===== src/lstk_pkg.sv =====
// Shared types, codes and constants for the LIFO stack with search and remove.
package lstk_pkg;

	// Field widths of the stream items
	localparam int DATA_W      = 32;
	localparam int POS_W       = 5;
	localparam int FUNC_W      = 3;
	localparam int CNT_OUT_W   = 5;
	localparam int STAT_W      = 3;
	localparam int IN_TDATA_W  = 40;
	localparam int OUT_TDATA_W = 112;
	localparam int OUT_PAD_W   = OUT_TDATA_W - (3 * DATA_W + CNT_OUT_W + 3 + STAT_W);

	// Default stack depth
	localparam int DEPTH_DEF = 16;

	// Operation codes carried in the input tuser
	typedef enum logic [FUNC_W-1:0] {
		FN_PUSH   = 3'd0,
		FN_POP    = 3'd1,
		FN_REMOVE = 3'd2,
		FN_DELETE = 3'd3,
		FN_QUERY  = 3'd4
	} func_t;

	// Status codes reported with every result item
	localparam logic [STAT_W-1:0] ST_OK       = 3'd0;
	localparam logic [STAT_W-1:0] ST_FULL     = 3'd1;
	localparam logic [STAT_W-1:0] ST_EMPTY    = 3'd2;
	localparam logic [STAT_W-1:0] ST_NOTFOUND = 3'd3;
	localparam logic [STAT_W-1:0] ST_RANGE    = 3'd4;

	// Controller states
	typedef enum logic [3:0] {
		S_IDLE,
		S_EXEC,
		S_SCAN,
		S_SHIFT,
		S_RD_TOP,
		S_RD_BOT,
		S_RD_MID,
		S_CAPT
	} state_t;

	// Commands from the controller to the datapath
	typedef struct packed {
		logic              load;
		logic              push_wr;
		logic              pop_dec;
		logic              set_status;
		logic [STAT_W-1:0] status_code;
		logic              set_found;
		logic              scan_init;
		logic              scan_step;
		logic              shift_from_pos;
		logic              shift_from_hit;
		logic              shift_step;
		logic              dec_count;
		logic              rd_top;
		logic              rd_bot;
		logic              rd_mid;
		logic              out_load;
	} dp_cmd_t;

	// Status from the datapath to the controller
	typedef struct packed {
		logic [FUNC_W-1:0] func;
		logic              empty;
		logic              full;
		logic              pos_bad;
		logic              scan_hit;
		logic              scan_miss;
		logic              shift_done;
		logic              out_free;
	} dp_sts_t;

endpackage


===== src/lstk_ram.sv =====
// Generic single-write, single-read RAM with a registered read port.
module lstk_ram #(
	parameter int WIDTH = 32,
	parameter int DEPTH = 16
) (
	input  logic                     clk,
	input  logic                     wr_en,
	input  logic [$clog2(DEPTH)-1:0] wr_addr,
	input  logic [WIDTH-1:0]         wr_data,
	input  logic                     rd_en,
	input  logic [$clog2(DEPTH)-1:0] rd_addr,
	output logic [WIDTH-1:0]         rd_data
);

	logic [WIDTH-1:0] mem_q [DEPTH];
	logic [WIDTH-1:0] rd_data_q;

	// Write port
	always_ff @(posedge clk) begin
		if (wr_en) begin
			mem_q[wr_addr] <= wr_data;
		end
	end

	// Registered read port; data holds while no read is issued
	always_ff @(posedge clk) begin
		if (rd_en) begin
			rd_data_q <= mem_q[rd_addr];
		end
	end

	assign rd_data = rd_data_q;

endmodule


===== src/lstk_dp.sv =====
// Datapath of the stack: entry memory, fill count, shared scan and shift pointer, result register.
module lstk_dp #(
	parameter int DEPTH = lstk_pkg::DEPTH_DEF
) (
	input  logic                               clk,
	input  logic                               arst_n,
	input  logic [lstk_pkg::IN_TDATA_W-1:0]    s_tdata,
	input  logic [lstk_pkg::FUNC_W-1:0]        s_tuser,
	input  lstk_pkg::dp_cmd_t                  cmd,
	output lstk_pkg::dp_sts_t                  sts,
	input  logic                               m_tready,
	output logic                               m_tvalid,
	output logic [lstk_pkg::OUT_TDATA_W-1:0]   m_tdata
);

	import lstk_pkg::*;

	localparam int IDX_W = $clog2(DEPTH);
	localparam int CNT_W = $clog2(DEPTH + 1);
	localparam int CMP_W = (CNT_W > POS_W) ? CNT_W : POS_W;

	logic [FUNC_W-1:0]        func_q;
	logic signed [DATA_W-1:0] val_q;
	logic [POS_W-1:0]         pos_q;
	logic [CNT_W-1:0]         count_q;
	logic [CNT_W-1:0]         ptr_q;
	logic                     more_q;
	logic                     rd_vld_q;
	logic [IDX_W-1:0]         rd_idx_q;
	logic [STAT_W-1:0]        status_q;
	logic                     found_q;
	logic                     pop_ok_q;
	logic signed [DATA_W-1:0] top_q;
	logic signed [DATA_W-1:0] bot_q;
	logic                     out_vld_q;
	logic [OUT_TDATA_W-1:0]   out_data_q;

	logic                     ram_wr_en;
	logic [IDX_W-1:0]         ram_wr_addr;
	logic [DATA_W-1:0]        ram_wr_data;
	logic                     ram_rd_en;
	logic [IDX_W-1:0]         ram_rd_addr;
	logic [DATA_W-1:0]        ram_rd_data;

	logic                     scan_iss;
	logic                     shift_iss;
	logic [CNT_W-1:0]         cnt_m1;
	logic [CNT_W-1:0]         mid_idx;
	logic [IDX_W-1:0]         top_addr;
	logic                     nonempty;
	logic                     is_full;
	logic                     scan_hit;

	// Entry storage
	lstk_ram #(
		.WIDTH (DATA_W),
		.DEPTH (DEPTH)
	) u_ram (
		.clk     (clk),
		.wr_en   (ram_wr_en),
		.wr_addr (ram_wr_addr),
		.wr_data (ram_wr_data),
		.rd_en   (ram_rd_en),
		.rd_addr (ram_rd_addr),
		.rd_data (ram_rd_data)
	);

	// Derived values
	assign cnt_m1    = count_q - 1'b1;
	assign mid_idx   = cnt_m1 >> 1;
	assign top_addr  = pop_ok_q ? count_q[IDX_W-1:0] : cnt_m1[IDX_W-1:0];
	assign nonempty  = (count_q != '0);
	assign is_full   = (count_q == CNT_W'(DEPTH));
	assign scan_iss  = cmd.scan_step && more_q;
	assign shift_iss = cmd.shift_step && (ptr_q < count_q);
	assign scan_hit  = rd_vld_q && (ram_rd_data == val_q);

	// Memory port selection
	always_comb begin
		ram_wr_en   = 1'b0;
		ram_wr_addr = count_q[IDX_W-1:0];
		ram_wr_data = val_q;
		ram_rd_en   = 1'b0;
		ram_rd_addr = ptr_q[IDX_W-1:0];
		if (cmd.push_wr) begin
			ram_wr_en = 1'b1;
		end else if (cmd.shift_step && rd_vld_q) begin
			// The entry read last cycle moves down one place
			ram_wr_en   = 1'b1;
			ram_wr_addr = rd_idx_q - 1'b1;
			ram_wr_data = ram_rd_data;
		end
		if (scan_iss || shift_iss) begin
			ram_rd_en = 1'b1;
		end else if (cmd.rd_top) begin
			ram_rd_en   = 1'b1;
			ram_rd_addr = top_addr;
		end else if (cmd.rd_bot) begin
			ram_rd_en   = 1'b1;
			ram_rd_addr = '0;
		end else if (cmd.rd_mid) begin
			ram_rd_en   = 1'b1;
			ram_rd_addr = mid_idx[IDX_W-1:0];
		end
	end

	// Captured input item
	always_ff @(posedge clk) begin
		if (cmd.load) begin
			val_q <= s_tdata[DATA_W-1:0];
			pos_q <= s_tdata[DATA_W+POS_W-1:DATA_W];
		end
	end

	// Operation code and outcome flags
	always_ff @(posedge clk or negedge arst_n) begin
		if (!arst_n) begin
			func_q   <= '0;
			status_q <= ST_OK;
			found_q  <= 1'b0;
			pop_ok_q <= 1'b0;
		end else begin
			if (cmd.load) begin
				func_q   <= s_tuser;
				status_q <= ST_OK;
				found_q  <= 1'b0;
				pop_ok_q <= 1'b0;
			end
			if (cmd.set_status) begin
				status_q <= cmd.status_code;
			end
			if (cmd.set_found) begin
				found_q <= 1'b1;
			end
			if (cmd.pop_dec) begin
				pop_ok_q <= 1'b1;
			end
		end
	end

	// Fill count
	always_ff @(posedge clk or negedge arst_n) begin
		if (!arst_n) begin
			count_q <= '0;
		end else if (cmd.push_wr) begin
			count_q <= count_q + 1'b1;
		end else if (cmd.pop_dec || cmd.dec_count) begin
			count_q <= cnt_m1;
		end
	end

	// Scan and shift pointer, with the tag of the read in flight
	always_ff @(posedge clk or negedge arst_n) begin
		if (!arst_n) begin
			ptr_q    <= '0;
			more_q   <= 1'b0;
			rd_vld_q <= 1'b0;
			rd_idx_q <= '0;
		end else begin
			rd_vld_q <= scan_iss || shift_iss;
			if (scan_iss || shift_iss) begin
				rd_idx_q <= ptr_q[IDX_W-1:0];
			end
			if (cmd.scan_init) begin
				ptr_q  <= cnt_m1;
				more_q <= 1'b1;
			end else if (cmd.shift_from_pos) begin
				ptr_q <= CNT_W'(pos_q);
			end else if (cmd.shift_from_hit) begin
				ptr_q <= CNT_W'(rd_idx_q) + 1'b1;
			end else if (scan_iss) begin
				// Scan walks down from the top so the first match is the highest
				if (ptr_q == '0) begin
					more_q <= 1'b0;
				end else begin
					ptr_q <= ptr_q - 1'b1;
				end
			end else if (shift_iss) begin
				ptr_q <= ptr_q + 1'b1;
			end
		end
	end

	// Report capture of top and bottom entries
	always_ff @(posedge clk) begin
		if (cmd.rd_bot) begin
			top_q <= ram_rd_data;
		end
		if (cmd.rd_mid) begin
			bot_q <= ram_rd_data;
		end
	end

	// Output register
	always_ff @(posedge clk or negedge arst_n) begin
		if (!arst_n) begin
			out_vld_q <= 1'b0;
		end else if (cmd.out_load) begin
			out_vld_q <= 1'b1;
		end else if (m_tready) begin
			out_vld_q <= 1'b0;
		end
	end

	always_ff @(posedge clk) begin
		if (cmd.out_load) begin
			out_data_q <= {
				{OUT_PAD_W{1'b0}},
				status_q,
				found_q,
				is_full,
				!nonempty,
				CNT_OUT_W'(count_q),
				(nonempty ? ram_rd_data : {DATA_W{1'b0}}),
				(nonempty ? bot_q : {DATA_W{1'b0}}),
				((pop_ok_q || nonempty) ? top_q : {DATA_W{1'b0}})
			};
		end
	end

	assign m_tvalid = out_vld_q;
	assign m_tdata  = out_data_q;

	// Status to the controller
	always_comb begin
		sts.func       = func_q;
		sts.empty      = !nonempty;
		sts.full       = is_full;
		sts.pos_bad    = (pos_q == '0) || (CMP_W'(pos_q) > CMP_W'(count_q));
		sts.scan_hit   = scan_hit;
		sts.scan_miss  = rd_vld_q && !scan_hit && (rd_idx_q == '0);
		sts.shift_done = !(ptr_q < count_q) && !rd_vld_q;
		sts.out_free   = !out_vld_q || m_tready;
	end

endmodule


===== src/lstk_ctrl.sv =====
// Controller state machine that sequences each stack operation and its report.
module lstk_ctrl (
	input  logic              clk,
	input  logic              arst_n,
	input  logic              s_tvalid,
	output logic              s_tready,
	output lstk_pkg::dp_cmd_t cmd,
	input  lstk_pkg::dp_sts_t sts
);

	import lstk_pkg::*;

	state_t state_q;
	state_t state_d;

	// State register
	always_ff @(posedge clk or negedge arst_n) begin
		if (!arst_n) begin
			state_q <= S_IDLE;
		end else begin
			state_q <= state_d;
		end
	end

	// Next state and datapath commands
	always_comb begin
		state_d  = state_q;
		cmd      = '0;
		s_tready = 1'b0;
		unique case (state_q)
			S_IDLE: begin
				s_tready = 1'b1;
				if (s_tvalid) begin
					cmd.load = 1'b1;
					state_d  = S_EXEC;
				end
			end
			S_EXEC: begin
				state_d = S_RD_TOP;
				unique case (sts.func) inside
					FN_PUSH: begin
						if (sts.full) begin
							cmd.set_status  = 1'b1;
							cmd.status_code = ST_FULL;
						end else begin
							cmd.push_wr = 1'b1;
						end
					end
					FN_POP: begin
						if (sts.empty) begin
							cmd.set_status  = 1'b1;
							cmd.status_code = ST_EMPTY;
						end else begin
							cmd.pop_dec = 1'b1;
						end
					end
					FN_REMOVE, FN_QUERY: begin
						if (sts.empty) begin
							cmd.set_status  = 1'b1;
							cmd.status_code = ST_EMPTY;
						end else begin
							cmd.scan_init = 1'b1;
							state_d       = S_SCAN;
						end
					end
					FN_DELETE: begin
						if (sts.empty) begin
							cmd.set_status  = 1'b1;
							cmd.status_code = ST_EMPTY;
						end else if (sts.pos_bad) begin
							cmd.set_status  = 1'b1;
							cmd.status_code = ST_RANGE;
						end else begin
							cmd.shift_from_pos = 1'b1;
							state_d            = S_SHIFT;
						end
					end
					default: begin
						state_d = S_RD_TOP;
					end
				endcase
			end
			S_SCAN: begin
				if (sts.scan_hit) begin
					cmd.set_found = 1'b1;
					if (sts.func == FN_REMOVE) begin
						cmd.shift_from_hit = 1'b1;
						state_d            = S_SHIFT;
					end else begin
						state_d = S_RD_TOP;
					end
				end else if (sts.scan_miss) begin
					cmd.set_status  = 1'b1;
					cmd.status_code = ST_NOTFOUND;
					state_d         = S_RD_TOP;
				end else begin
					cmd.scan_step = 1'b1;
				end
			end
			S_SHIFT: begin
				cmd.shift_step = 1'b1;
				if (sts.shift_done) begin
					cmd.dec_count = 1'b1;
					state_d       = S_RD_TOP;
				end
			end
			S_RD_TOP: begin
				cmd.rd_top = 1'b1;
				state_d    = S_RD_BOT;
			end
			S_RD_BOT: begin
				cmd.rd_bot = 1'b1;
				state_d    = S_RD_MID;
			end
			S_RD_MID: begin
				cmd.rd_mid = 1'b1;
				state_d    = S_CAPT;
			end
			S_CAPT: begin
				if (sts.out_free) begin
					cmd.out_load = 1'b1;
					state_d      = S_IDLE;
				end
			end
			default: begin
				state_d = S_IDLE;
			end
		endcase
	end

endmodule


===== src/lifo_stack_with_search_remove_core.sv =====
// Top level of the LIFO stack with search, remove and delete-by-position.
//
// Channel  Dir  Contents
// s_axis   in   tuser: func; tdata: data_value, position
// m_axis   out  tdata: result_value, bottom_entry, middle_entry, entry_count,
//               is_empty, is_full, found, status
//
// Push, pop and rejected commands pass through accept, execute, three memory reads
// and the output load. Remove and query add a scan; remove and delete add a shift
// of the entries above the gap, one per cycle.
// Reset clears the fill count and control; the entry memory is not cleared.
// A new item is taken while a result waits; the output load waits for a free register.
module lifo_stack_with_search_remove_core #(
	parameter int DEPTH = lstk_pkg::DEPTH_DEF
) (
	input  logic                             clk,
	input  logic                             arst_n,
	input  logic                             s_axis_tvalid,
	output logic                             s_axis_tready,
	// [31:0] data_value, [36:32] position, [39:37] zero
	input  logic [lstk_pkg::IN_TDATA_W-1:0]  s_axis_tdata,
	// [2:0] func
	input  logic [lstk_pkg::FUNC_W-1:0]      s_axis_tuser,
	output logic                             m_axis_tvalid,
	input  logic                             m_axis_tready,
	// [31:0] result_value, [63:32] bottom_entry, [95:64] middle_entry,
	// [100:96] entry_count, [101] is_empty, [102] is_full, [103] found,
	// [106:104] status, [111:107] zero
	output logic [lstk_pkg::OUT_TDATA_W-1:0] m_axis_tdata
);

	import lstk_pkg::*;

	dp_cmd_t cmd;
	dp_sts_t sts;

	// Sequencer
	lstk_ctrl u_ctrl (
		.clk      (clk),
		.arst_n   (arst_n),
		.s_tvalid (s_axis_tvalid),
		.s_tready (s_axis_tready),
		.cmd      (cmd),
		.sts      (sts)
	);

	// Storage and result path
	lstk_dp #(
		.DEPTH (DEPTH)
	) u_dp (
		.clk      (clk),
		.arst_n   (arst_n),
		.s_tdata  (s_axis_tdata),
		.s_tuser  (s_axis_tuser),
		.cmd      (cmd),
		.sts      (sts),
		.m_tready (m_axis_tready),
		.m_tvalid (m_axis_tvalid),
		.m_tdata  (m_axis_tdata)
	);

	// A result never appears in the cycle right after an item is taken.
	a_no_early_result: assert property (@(posedge clk) disable iff (!arst_n)
		(s_axis_tvalid && s_axis_tready && !m_axis_tvalid) |=> !m_axis_tvalid)
		else $error("result appeared one cycle after accept");

	// A stack cannot report empty and full together.
	a_empty_full: assert property (@(posedge clk) disable iff (!arst_n)
		m_axis_tvalid |-> !(m_axis_tdata[101] && m_axis_tdata[102]))
		else $error("empty and full reported together");

	// A match is always reported with an ok status.
	a_found_ok: assert property (@(posedge clk) disable iff (!arst_n)
		(m_axis_tvalid && m_axis_tdata[103]) |-> (m_axis_tdata[106:104] == ST_OK))
		else $error("found set with non-ok status");

	// The controller never writes a push into a full stack.
	a_push_not_full: assert property (@(posedge clk) disable iff (!arst_n)
		cmd.push_wr |-> !sts.full)
		else $error("push written while full");

endmodule

===== config.mk =====
export PLATFORM = sky130hd
export DESIGN_NAME = lifo_stack_with_search_remove_core
export DESIGN_NICKNAME = d
export VERILOG_FILES = /design/src/lstk_pkg.sv /design/src/lstk_ram.sv /design/src/lstk_dp.sv /design/src/lstk_ctrl.sv /design/src/lifo_stack_with_search_remove_core.sv
export SDC_FILE = /design/constraint.sdc
export NUM_CORES = 1
export LEC_CHECK = 0
export BUFFER_PORTS_ARGS = -buffer_cell sky130_fd_sc_hd__clkbuf_2
export CAP_MARGIN = 20
export CORE_MARGIN = 2
export CORE_UTILIZATION = 61
export CTS_CLUSTER_DIAMETER = 200
export DETAILED_ROUTE_END_ITERATION = 7
export GPL_TIMING_DRIVEN = 0
export PLACE_DENSITY = 0.79
export SYNTH_ARGS = -nofsm -noshare
export SYNTH_HDL_FRONTEND = slang
export SYNTH_SLANG_ARGS = --single-unit

===== constraint.sdc =====
create_clock -name clk -period 6.5 [get_ports clk]
set_clock_uncertainty 0.05 [all_clocks]
set_input_delay 1.3 -clock clk [delete_from_list [all_inputs] [get_ports clk]]
set_output_delay 1.3 -clock clk [all_outputs]
set_load 0.02 [all_outputs]

---- Yosys cells after proc, flatten, opt, wreduce, memory -nomap -nowiden ----
Memory sizes are Yosys's and may differ from the RTL's. A register that Yosys moved wholly into a read port is not among the register bits.
Index checks and enable logic that the tools add are counted.
cells by class
  add/sub/neg operators ................... 6
  $lt $le $gt $ge ......................... 2
  eq/ne operators ......................... 20
  mux-type cells .......................... 85
  reductions and logical operators ........ 36
operators by type and width
  cell                 count
  $mux 4               18
  $mux 32              2
  $mux 1               45
  $mux 5               8
  $eq 32x32->1         1
  $pmux 4 s8           1
  $mux 3               6
  $eq 4x3->1 const B   4
  $pmux 4 s2           2
  $reduce_bool 2->1    7
  $pmux 4 s3           1
  $add 5x1->5 const B  2
  $logic_not 5->1      2
  $reduce_bool 5->1    2
  $sub 5x1->5 const B  2
  $eq 4x2->1 const B   2
  $logic_not 4->1      2
  $reduce_and 4->1     2
  $logic_and 1x1->1    7
  $eq 3x2->1 const B   2
  $ne 2x2->1 const B   3
  $add 4x1->5 const B  1
  $eq 5x5->1 const B   1
  $gt 5x5->1           1
  other kinds (15)     25
storage, ports and cells
  register bits ........................... 237
  bits in writable memories ............... 512
  bits of input ports ..................... 47
  output and inout bits ................... 114
  word-level logic and storage cells ...... 168
  memories kept ........................... 1
memories
  name              depth  bits a word  rd ports  clocked after memory_dff  write ports  RTL line        text
  u_dp.u_ram.mem_q  16     32           1         1                         1            lstk_ram.sv:15  logic [WIDTH-1:0] mem_q [DEPTH];

---- Depth between registers and ports, before layout ----
Gate-level depths: netlist of the first run.
  word-level depth ........................ 13
  gate-level depth with buffers ........... 13
  gate-level depth less buffers ........... 13

---- Hierarchy ----
Synthesis of the first run repeated with hierarchy kept, for this count alone.
unflattened totals
  cell total of the unflattened synthesis .. 1532
  area, all modules ....................... 30276.5 um2
by module, submodules not included
  module     times used  cells an instance  area an instance (um2)  sequential area each (um2)
  lstk_ram   1           838                20174.3                 16335.7
  lstk_dp    1           621                9610.5                  6871.6
  lstk_ctrl  1           73                 491.7                   75.1

---- Worst setup path after synthesis of the first run ----
No wires, ideal clock.
  path type ............................... input -> register
  start ................................... input m_axis_tready
  end ..................................... register u_dp.out_data_q[0], in the netlist u_dp.m_tdata[0] (enable)
  library setup time ...................... 0.574 ns
  arrival time ............................ 5.790 ns
  data required time ...................... 5.876 ns
  path slack .............................. 0.086 ns
  stages .................................. 2
  path buffers ............................ 0
  cell sequence ........................... nor2b_1 > nor2_1
RTL lines
  item                  RTL line                                  text
  start, declared       lifo_stack_with_search_remove_core.sv:25  input logic m_axis_tready,
  end signal, assigned  lstk_dp.sv:207                            out_data_q <= {
  end, declared         lstk_dp.sv:36                             logic [OUT_TDATA_W-1:0] out_data_q;

---- Final worst setup path of the first run ----
  start ................................... register u_dp.count_q[0]
  end ..................................... register u_dp.u_ram.rd_data_q[26], in the netlist u_dp.u_ram.rd_data[26] (read register of u_dp.u_ram.mem_q), data pin
between the ends
  longest elaborated chain between the ends .. 5
  elaborated cells between the ends (all ways) .. 10
  classes of those cells .................. add/sub (1); order compare (1); mux (6); reduce/logical (2)
ends and longest elaborated chain
  item                    RTL line        text
  start, declared         lstk_dp.sv:25   logic [CNT_W-1:0] count_q;
  start signal, assigned  lstk_dp.sv:146  count_q <= count_q + 1'b1;
  start signal, assigned  lstk_dp.sv:148  count_q <= cnt_m1;
  $sub 5x1->5             lstk_dp.sv:69   assign cnt_m1 = count_q - 1'b1;
  $mux 4                  lstk_dp.sv:101  end else if (cmd.rd_mid) begin
  $mux 4                  lstk_dp.sv:98   end else if (cmd.rd_bot) begin
  $mux 4                  lstk_dp.sv:95   end else if (cmd.rd_top) begin
  $mux 4                  lstk_dp.sv:93   if (scan_iss || shift_iss) begin
  end, declared           lstk_ram.sv:16  logic [WIDTH-1:0] rd_data_q;
Several ways; a longest one is shown, not always the timed one.
A chain may end at the register's enable or synchronous reset.

==> results of run 1 <==
-- worst max-delay path, cell delays in order (launching register included) --
cell and delay (ns):
dfrtp_1 0.42, buf_2 0.27, inv_1 0.13, ha_1 0.36, o21ai_0 0.19, mux2i_1 0.11
o21ai_1 0.35, clkbuf_1 0.78, clkbuf_1 0.74, a31oi_1 0.18, a211oi_1 0.41, a21oi_1 0.19
-- cell usage in the layout, fill, tap and decap left out, drive strengths merged, types with 45 or more instances in the layout --
| master | n |
|---|---|
| a211oi | 163 |
| a21oi | 80 |
| a311oi | 67 |
| a31oi | 68 |
| and2 | 194 |
| buf | 86 |
| clkbuf | 313 |
| edfxtp | 752 |
| nand2 | 308 |
| nor2 | 45 |
-- cell families (layout without fill, tap and decap cells) --
group | count (synthesis) | count (layout) | share of synthesized area
compound gates | 431 | 431 | 0.0966
xor+xnor | 49 | 49 | 0.0137
fa+ha+maj | 18 | 18 | 0.00744
buf+inv | 149 | 461 | 0.0232
flops | 780 | 780 | 0.745
mux | 38 | 38 | 0.0140
other cells | 1 | 5 | 0.000120
simple gates | 636 | 636 | 0.100
-- final timing paths --
| check | from | end | slack (ns) |
|---|---|---|---|
| worst max-delay path | u_dp.count_q[0] | u_dp.u_ram.rd_data[26] | 2.00 |
| worst min-delay path | u_dp.count_q[2] | u_dp.m_tdata[98] | 0.40 |
| worst max register to register | u_dp.count_q[0] | u_dp.u_ram.rd_data[26] | 2.00 |
| worst min register to register | u_dp.count_q[2] | u_dp.m_tdata[98] | 0.40 |
| max in group asynchronous | arst_n | u_dp.m_tvalid | 5.20 |
| min in group asynchronous | arst_n | u_dp.status_q[2] | 0.70 |
-- state kept, by name (all words and copies together) (netlist names), 3 cells and up --
name and count:
u_dp.func_q 3, u_dp.top_q 32, u_dp.count_q 5, u_dp.bot_q 32, u_dp.u_ram.rd_data 32, u_dp.u_ram.mem_q 512, u_dp.ptr_q 5, u_dp.val_q 32
u_dp.rd_idx_q 4, u_dp.m_tdata 107, u_ctrl.state_q 3, u_dp.status_q 3, u_dp.pos_q 5
-- synth_stat cells, types with 10 or more instances --
cell      number
a211oi_1     163
a21oi_1       80
a311oi_1      67
a31oi_1       68
and2_0        47
and2_1       147
buf_2         36
buf_4         18
clkbuf_1      68
dfrtp_1       28
edfxtp_1     752
ha_1          17
inv_1         14
mux2_2        32
nand2_1      306
nand2b_1      11
nor2_1        42
nor2b_1       35
nor3_1        10
o21ai_0       20
xnor2_1       14
xor2_1        35
-- cell type report --
| cell class | instances | area (sq um) |
|---|---|---|
| clock buffers | 93 | 1970 |
| fillers | 2950 | 14400 |
| clock inverters | 45 | 444 |
| inverters | 17 | 63.8 |
| well taps | 672 | 841 |
| plain buffers | 132 | 661 |
| flip-flops and latches | 780 | 23300 |
| repair buffers | 174 | 1310 |
| multi-input cells | 1177 | 7410 |
-- per-layer routing --
metal,track usage,wire length (um),up-vias
met5,0,0,-
met4,0.144,3480,0
met3,0.0642,9350,246
met2,0.494,38600,1474
met1,0.403,29300,9672
li1,-,-,8474
-- power breakdown --
group	leakage [nW]	internal [mW]	total [mW]	switching, mW
Sequential	7.19	6.56	7.04	0.474
Combinational	3.79	2.52	8.28	5.76
Clock	1.18	2.48	4.33	1.85
Total	12.2	11.6	19.6	8.09
-- through the flow --
| stage | cells | area [sq um] | TNS [ns] |
|---|---|---|---|
| 2_1_floorplan | 2106 | 31300 | 0 |
| 6_report | 3090 | 36000 | 0 |
| 3_5_place_dp | 2952 | 33600 | 0 |
| 4_1_cts | 3090 | 36000 | 0 |
| 5_1_grt | 3090 | 36000 | 0 |
| 3_3_place_gp | 2930 | 32900 | -168.42 |
==> results by group, run 1 <==
Timing
  – Post-route minimum period: 4.50 ns
  – Final count of hold timing violations: 0
  – RSZ-0062 raised after global routing: false
  – Max-slew violation count: 0
  – Post-route setup slack: 2.00 ns
  – Max frequency: 222 MHz
  – Period utilization: 0.693
  – Final Hold Slack: 0.401 ns
  – Final setup viols: 0
  – Slew @ Worst Pin: 1.11 ns
  – Slew HR: 0.257

Cells and area
  – Final #Nets: 2423
  – Inserted Diodes: 0
  – Share of layout cells above drive strength 1: 0.171
  – Area grow syn2layout: 15.1%
  – Final core utilization: 0.714

Global routing
  – Pin count of the biggest net entering global routing: 39
  – Antenna violations before repair: 1
  – Vias in the first global route: 19800
  – Grt ovf: 0
  – Global-route wire length before repair: 120 mm
  – Tot GR Track Use: 0.306

Critical path
  – Worst Path Required: 6.76 ns
  – Crit end category: flop
  – Worst r2r path cells: 11
  – Setup CP Type: reg -> reg
  – Worst-path fanout max: 10
  – Data arrival, critical path: between 4 and 5 ns
  – Setup crit start kind: flop

Clock network
  – Total CTS buffers: 76
  – Post-cts repair resize count: 0
  – Clock Tree Buf Depth: 3
  – Root buffer cell: clkbuf_16
  – Clk Latency, worst-skew pair: 0.63 ns
  – Post-CTS Setup Repair Bufs: 0
  – Htree depth: 3
  – Clk sink count: 780
  – CTS tree: done
  – Worst-path clk slew: 0.06 ns
  – Hold_buf cts: 0

Die
  – IO Pins: 161
  – Die height: about 230 um
  – Core Area: 0.0504 sq mm
  – Starting Density: 0.621
  – Placement Rows: 82
  – Total die area: 0.0531 sq mm
  – Overall die width: 230 um

Power
  – Pwr/cell area: between 500 and 600 mW/mm^2
  – Maximum vdd ir drop: 322 uV
  – Leakage power: 12.2 nW
  – Overall Power: roughly 20 mW

Synthesis
  – Syn Area/Cell: 14.9 sq um
  – Post-Syn Area: between 0.03 and 0.04 sq mm
  – Yosys cell types: 66
  – Area contributors post-synth: edfxtp_1, a211oi_1, nand2_1
  – Cells after Synth: about 2100
  – Ys flop type: edfxtp_1
  – Sequential cell area fraction in the yosys report: 0.745
  – Yosys Warn Count: 0
  – Flops & latches, synth: ~800
  – Area leader, netlist: edfxtp_1
  – Post-synth ARST share: 0.0359
  – Number of flops mapped to enable cells by yosys: 752
  – Area share of the largest cell type after synthesis: 0.722

Hold path
  – Hold Path Cell Cnt: 0
  – Hold Crit Class: reg -> reg

Drt
  – # DRC: 0
  – First-pass detailed-route iteration total: 5
  – Initial DRC count: 2882
  – Vias/cell: 6.43
  – Antenna viol nets, final: 0
  – Routed WL: ~81 mm
  – Routed length per instance: 26.1 um
  – Vias: 19900

Status
  – Outcome: finished clean

Placement
  – DP HPWL: 53.9 mm
  – Number of port buffers: 152
  – GPL Wtd Cong: approximately 0.93
  – Worst setup slack after placement: 2.22 ns

Flow run
  – Max Cap Violations: 0
Power figures use the tool's default switching activity.
==> run 2, diff against run 1 <==
==> constraint.sdc (replaced) <==
create_clock -name clk -period 4.5 [get_ports clk]
set_clock_uncertainty 0.05 [all_clocks]
set_input_delay 0.9 -clock clk [delete_from_list [all_inputs] [get_ports clk]]
set_output_delay 0.9 -clock clk [all_outputs]
set_load 0.02 [all_outputs]
==> run 2 against run 1 <==
Effect of this change:
- sequential cell count unchanged
- via count down 1.2%
- utilization about the same
- final cell count about the same
- count of clock-buffer cells in the layout down 1
- die area unchanged
- maximum frequency up 3.8%
- critical endpoint unchanged
- sequential share of layout area about the same
- largest cell class unchanged
- critical path type unchanged
==> results by group, run 2 (synthesized netlist as in run 1, its figures left out) <==
Die
  – Total die area: 0.0531 sq mm (unchanged)
  – IO Pins: 161 (unchanged)
  – Starting Density: 0.621 (unchanged)
  – Overall die width: 230 um (unchanged)
  – Core Area: 0.0504 sq mm (unchanged)
  – Placement Rows: 82 (unchanged)
  – Die height: 230 um (unchanged)

Timing
  – RSZ-0062 raised after global routing: false
  – Slew @ Worst Pin: 1.04 ns (-0.0741 ns)
  – Post-route minimum period: 4.34 ns (-0.165 ns)
  – Slew HR: 0.307 (+0.0494)
  – Post-route setup slack: 0.163 ns (-1.83 ns)
  – Final count of hold timing violations: 0 (unchanged)
  – TNS Setup: 0 ns (unchanged)
  – Period utilization: 0.964 (+0.271)
  – Final setup viols: 0 (unchanged)
  – Max frequency: 231 MHz (+3.8%)
  – Max-slew violation count: 0 (unchanged)

Cells and area
  – Area grow syn2layout: 15.0% (about the same)
  – Commonest non-fill, non-tap cell in the layout: edfxtp_1
  – Final core utilization: 0.714 (about the same)
  – Share of layout cells above drive strength 1: 0.171 (+0.000414)
  – Most frequent cells in the layout: edfxtp_1, nand2_1, a211oi_1
  – Max FFs per register: 512 (unchanged)
  – Biggest register: u_dp.u_ram.mem_q
  – Final #Nets: 2424 (+0.041%)

Clock network
  – Htree depth: 3 (unchanged)
  – Clk sink count: 780 (unchanged)
  – Total CTS buffers: 77 (+1.3%)
  – Clk Latency, worst-skew pair: 0.62 ns (about the same)
  – CTS tree: done
  – Worst-path clk slew: 0.06 ns (about the same)
  – Root buffer cell: clkbuf_16
  – Clock Tree Buf Depth: 3 (unchanged)
  – Hold_buf cts: 0 (unchanged)
  – Post-CTS Setup Repair Bufs: 0 (unchanged)

Critical path
  – Setup CP Type: reg -> reg
  – Max incr delay on CP: 0.75 ns (-0.03 ns)
  – Cell repeated most along the worst path: clkbuf_1
  – Crit path max-delay family: buffers and inverters
  – Reg-to-reg setup timing slack: 0.16 ns (-1.83 ns)
  – Reg2reg end: u_dp.u_ram.rd_data[26]
  – Worst-path fanout max: 10 (unchanged)
  – Setup crit start kind: flop
  – Worst r2r path cells: 11 (unchanged)
  – Reg2reg start: u_dp.count_q[0]
  – Crit end category: flop
  – Worst Path Required: 4.74 ns (-2.02 ns)
  – Data arrival, critical path: 4.58 ns (-0.18 ns)
  – CP startpoint: u_dp.count_q[0]
  – Critical path capture point: u_dp.u_ram.rd_data[26]
  – Critical path cell sequence: buf_2, inv_1, ha_1, o21ai_0, mux2i_1, o21ai_1, clkbuf_1, clkbuf_1, a31oi_1, a211oi_1, a21oi_1
  – CP max-delay cell: clkbuf_1
  – Critical Path Stages: 11 (unchanged)
  – CP Buf/Inv Count: 4 (unchanged)

Drt
  – Routed length per instance: 25.8 um (-1.4%)
  – Top Metal Used: met5
  – First-pass detailed-route iteration total: 6 (+1)
  – # DRC: 0 (unchanged)
  – Routed WL: 79.7 mm (-1.4%)
  – M1 WL: 29.8 mm (+1.6%)
  – Met3 wire length: 8.84 mm (-5.4%)
  – Vias: 19600 (-1.2%)
  – Antenna viol nets, final: 0 (unchanged)
  – Vias/cell: 6.35 (-1.2%)
  – WL met2: 37.9 mm (-1.9%)
  – Initial DRC count: 2638 (-8.5%)

Power
  – Maximum vdd ir drop: 589 uV (+83%)
  – Leakage power: 12.1 nW (-0.14%)
  – Pwr/cell area: 787 mW/mm^2 (+44%)
  – Overall Power: 28.3 mW (+44%)

Global routing
  – Antenna violations before repair: 4 (+3)
  – Pin count of the biggest net entering global routing: 38 (-2.6%)
  – Vias in the first global route: 19500 (-1.1%)
  – Global-route wire length before repair: 119 mm (-0.43%)
  – Tot GR Track Use: 0.304 (-0.00238)
  – Grt ovf: 0 (unchanged)

Hold path
  – Hold Crit Class: in -> async

Placement
  – DP HPWL: 53.6 mm (-0.59%)
  – Number of port buffers: 152 (unchanged)
  – Worst setup slack after placement: 0.323 ns (-1.89 ns)
  – GPL Wtd Cong: 0.916 (-1.8%)

Flow run
  – Max Cap Violations: 0 (unchanged)

Status
  – Outcome: finished clean
==> run 2: repair_timing <==
action                     CTS  global route
gates resized for setup      0             1
hold endpoints to repair     0             0
setup endpoints to repair    0             1
==> run 2: worst min-delay path by stage <==
stage,startpoint,to,slack (ns),depth (start not counted)
after global routing,arst_n,u_dp.count_q[0],0.37,1
after CTS,arst_n,u_dp.found_q,0.31,1
final,arst_n,u_dp.func_q[1],0.30,1
after global placement,u_dp.count_q[2],u_dp.m_tdata[98],0.38,0
after detailed placement,u_dp.count_q[2],u_dp.m_tdata[98],0.38,0
after floorplan,u_dp.count_q[2],u_dp.m_tdata[98],0.37,0
==> run 2: layout make-up <==
cell class / instances / area [sq um]
timing repair buffer: 174 / 1260
sequential: 780 / 23300
buffer: 132 / 661
clock buffer: 92 / 2000
fill: 2990 / 14400
inverter: 17 / 63.8
tap: 672 / 841
clock inverter: 46 / 440
antenna: 1 / 2.50
multi-input combinational: 1177 / 7420
==> run 2: per-stage QoR <==
| stage | cell area, sq um | hold WS, ns | std cells |
|---|---|---|---|
| 6_report | 36000 | 0.301 | 3091 |
| 3_5_place_dp | 33500 | 0.383 | 2952 |
| 2_1_floorplan | 31300 | 0.370 | 2106 |
| 3_3_place_gp | 32900 | 0.380 | 2930 |
| 4_1_cts | 36000 | 0.312 | 3090 |
| 5_1_grt | 36000 | 0.367 | 3090 |
==> run 2: layer usage <==
layer / up-vias / track usage
li1: 8492 / -
met1: 9652 / 0.411
met2: 1287 / 0.485
met3: 199 / 0.0602
met4: 2 / 0.132
met5: - / 0
==> run 2: report_power, final <==
group / total (mW) / switching [mW] / internal (mW)
combinational: 11.9 / 8.22 / 3.64
clock: 6.26 / 2.66 / 3.60
sequential: 10.2 / 0.695 / 9.48
total: 28.3 / 11.6 / 16.7
==> run 3, diff against run 2 <==
--- a/config.mk
+++ b/config.mk
@@ -12,7 +12,7 @@
 export CTS_CLUSTER_DIAMETER = 200
 export DETAILED_ROUTE_END_ITERATION = 7
 export GPL_TIMING_DRIVEN = 0
-export PLACE_DENSITY = 0.79
+export PLACE_DENSITY = 0.78
 export SYNTH_ARGS = -nofsm -noshare
 export SYNTH_HDL_FRONTEND = slang
 export SYNTH_SLANG_ARGS = --single-unit
==> run 3 against run 2 <==
Effect of this change:
- die area unchanged
- power up 1.3%
- via count down 0.88%
==> results by group, run 3 (synthesized netlist as in run 1, its figures left out) <==
Critical path
  – Worst-path fanout max: 10 (unchanged)
  – Max incr delay on CP: 0.73 ns (-0.02 ns)
  – Setup CP Type: reg -> reg
  – Setup crit start kind: flop
  – Worst Path Required: 4.78 ns (+0.04 ns)
  – CP max-delay cell: clkdlybuf4s15_1
  – Data arrival, critical path: 4.64 ns (+0.06 ns)
  – Worst r2r path cells: 11 (unchanged)
  – Reg-to-reg setup timing slack: 0.14 ns (-0.02 ns)
  – Crit end category: flop
  – Critical path cell sequence: buf_2, inv_1, ha_1, o21ai_0, mux2i_1, o21ai_1, clkdlybuf4s15_1, clkbuf_1, a31oi_1, a211oi_1, a21oi_1

Drt
  – Vias/cell: 6.30 (-0.82%)
  – First-pass detailed-route iteration total: 6 (unchanged)
  – Initial DRC count: 2646 (+0.30%)
  – Antenna viol nets, final: 0 (unchanged)
  – Routed WL: 78.8 mm (-1.1%)
  – Vias: 19500 (-0.88%)
  – # DRC: 0 (unchanged)
  – Routed length per instance: 25.5 um (-1.1%)

Timing
  – Max frequency: 229 MHz (-0.51%)
  – TNS Setup: 0 ns (unchanged)
  – Final count of hold timing violations: 0 (unchanged)
  – Period utilization: 0.969 (+0.00491)
  – Slew @ Worst Pin: 1.10 ns (+0.0563 ns)
  – Max-slew violation count: 0 (unchanged)
  – Slew HR: 0.269 (-0.0375)
  – Post-route minimum period: 4.36 ns (+0.0221 ns)
  – Final setup viols: 0 (unchanged)
  – Post-route setup slack: 0.141 ns (-0.0221 ns)
  – Final Hold Slack: 0.304 ns (+0.00295 ns)

Clock network
  – Hold_buf cts: 0 (unchanged)
  – CTS tree: done
  – Post-cts repair resize count: 0 (unchanged)
  – Clock Tree Buf Depth: 3 (unchanged)
  – Worst-path clk slew: 0.06 ns (about the same)
  – Post-CTS Setup Repair Bufs: 0 (unchanged)
  – Htree depth: 3 (unchanged)
  – Root buffer cell: clkbuf_16
  – Clk Latency, worst-skew pair: 0.63 ns (about the same)
  – Total CTS buffers: 76 (-1.3%)
  – Clk sink count: 780 (unchanged)

Power
  – Overall Power: 28.7 mW (+1.3%)
  – Maximum vdd ir drop: 487 uV (-17%)
  – Pwr/cell area: 792 mW/mm^2 (+0.70%)
  – Leakage power: 12.2 nW (+0.82%)

Cells and area
  – Max FFs per register: 512 (unchanged)
  – Commonest non-fill, non-tap cell in the layout: edfxtp_1
  – Biggest register: u_dp.u_ram.mem_q
  – Share of layout cells above drive strength 1: 0.173 (+0.00131)
  – Inserted Diodes: 0 (-1)
  – Area grow syn2layout: 15.7%
  – Final #Nets: 2423 (-0.041%)
  – Most frequent cells in the layout: edfxtp_1, nand2_1, a211oi_1

Flow run
  – Max Cap Violations: 0 (unchanged)

Status
  – Outcome: finished clean

Global routing
  – Tot GR Track Use: 0.300 (-0.00374)
  – Vias in the first global route: 19400 (-0.85%)
  – Pin count of the biggest net entering global routing: 40 (+5.3%)
  – Global-route wire length before repair: 117 mm (-1.9%)
  – Grt ovf: 0 (unchanged)
  – Antenna violations before repair: 1 (-3)

Hold path
  – Hold Crit Class: in -> async

Die
  – Starting Density: 0.621 (unchanged)
  – Die height: 230 um (unchanged)
  – IO Pins: 161 (unchanged)
  – Core Area: 0.0504 sq mm (unchanged)
  – Total die area: 0.0531 sq mm (unchanged)
  – Placement Rows: 82 (unchanged)
  – Overall die width: 230 um (unchanged)

Placement
  – GPL Wtd Cong: 0.938 (+2.5%)
  – DP HPWL: 53.4 mm (-0.41%)
  – Worst setup slack after placement: 0.217 ns (-0.107 ns)
  – Number of port buffers: 152 (unchanged)
==> run 3: changes by cell type in the layout (fill, tap and decap cells not counted), moves of 2 or more <==
cell | previous run | this run
clkinv_1 | 16 | 14
bufinv_16 | 7 | 13
clkbuf_1 | 82 | 79
buf_16 | 9 | 15
clkinv_4 | 2 | 0
buf_12 | 12 | 6
==> run 3: worst max-delay path, delay by kind of cell, from the launching register on <==
| kind | cells | cell delay, ns |
|---|---|---|
| fa+ha+maj | 1 | 0.37 |
| mux | 1 | 0.11 |
| compound gates | 5 | 1.37 |
| buf+inv | 4 | 1.70 |
| flops | 1 | 0.43 |
==> run 3: layout make-up <==
cell class,instances,area [sq um]
buffer,132,668
clock buffer,92,2030
tap,672,841
multi-input combinational,1177,7420
fill,2991,14200
clock inverter,45,571
sequential,780,23300
inverter,17,63.8
timing repair buffer,174,1300
==> run 3: worst paths after layout <==
kind / to / startpoint
worst min register to register: u_dp.m_tdata[106] / u_dp.status_q[2]
worst max register to register: u_dp.u_ram.rd_data[10] / u_dp.count_q[0]
min in group clk: u_dp.val_q[0] / s_axis_tdata[0]
worst min-delay path: u_dp.func_q[0] / arst_n
max in group asynchronous: u_dp.ptr_q[2] / arst_n
worst max-delay path: u_dp.u_ram.rd_data[10] / u_dp.count_q[0]
==> run 3: layer usage <==
layer / GRT usage / up-vias / share of wire
met3: 0.0698 / 227 / 0.11
met2: 0.478 / 1311 / 0.48
met5: 0 / - / 0
li1: - / 8488 / -
met1: 0.394 / 9433 / 0.37
met4: 0.143 / 0 / 0.041
==> run 3: where the power goes <==
group / switching (mW) / internal [mW] / total [mW]
clock: 2.66 / 3.96 / 6.62
sequential: 0.678 / 9.48 / 10.2
combinational: 8.22 / 3.66 / 11.9
total: 11.6 / 17.1 / 28.7
==> run 3: stage by stage <==
| stage | utilization | cell area, sq um | instances |
|---|---|---|---|
| CTS | 0.718 | 36200 | 3089 |
| detailed placement | 0.666 | 33600 | 2952 |
| floorplan | - | 31300 | 2106 |
| finish | 0.718 | 36200 | 3089 |
| global placement | 0.653 | 32900 | 2930 |
| global route | 0.718 | 36200 | 3089 |
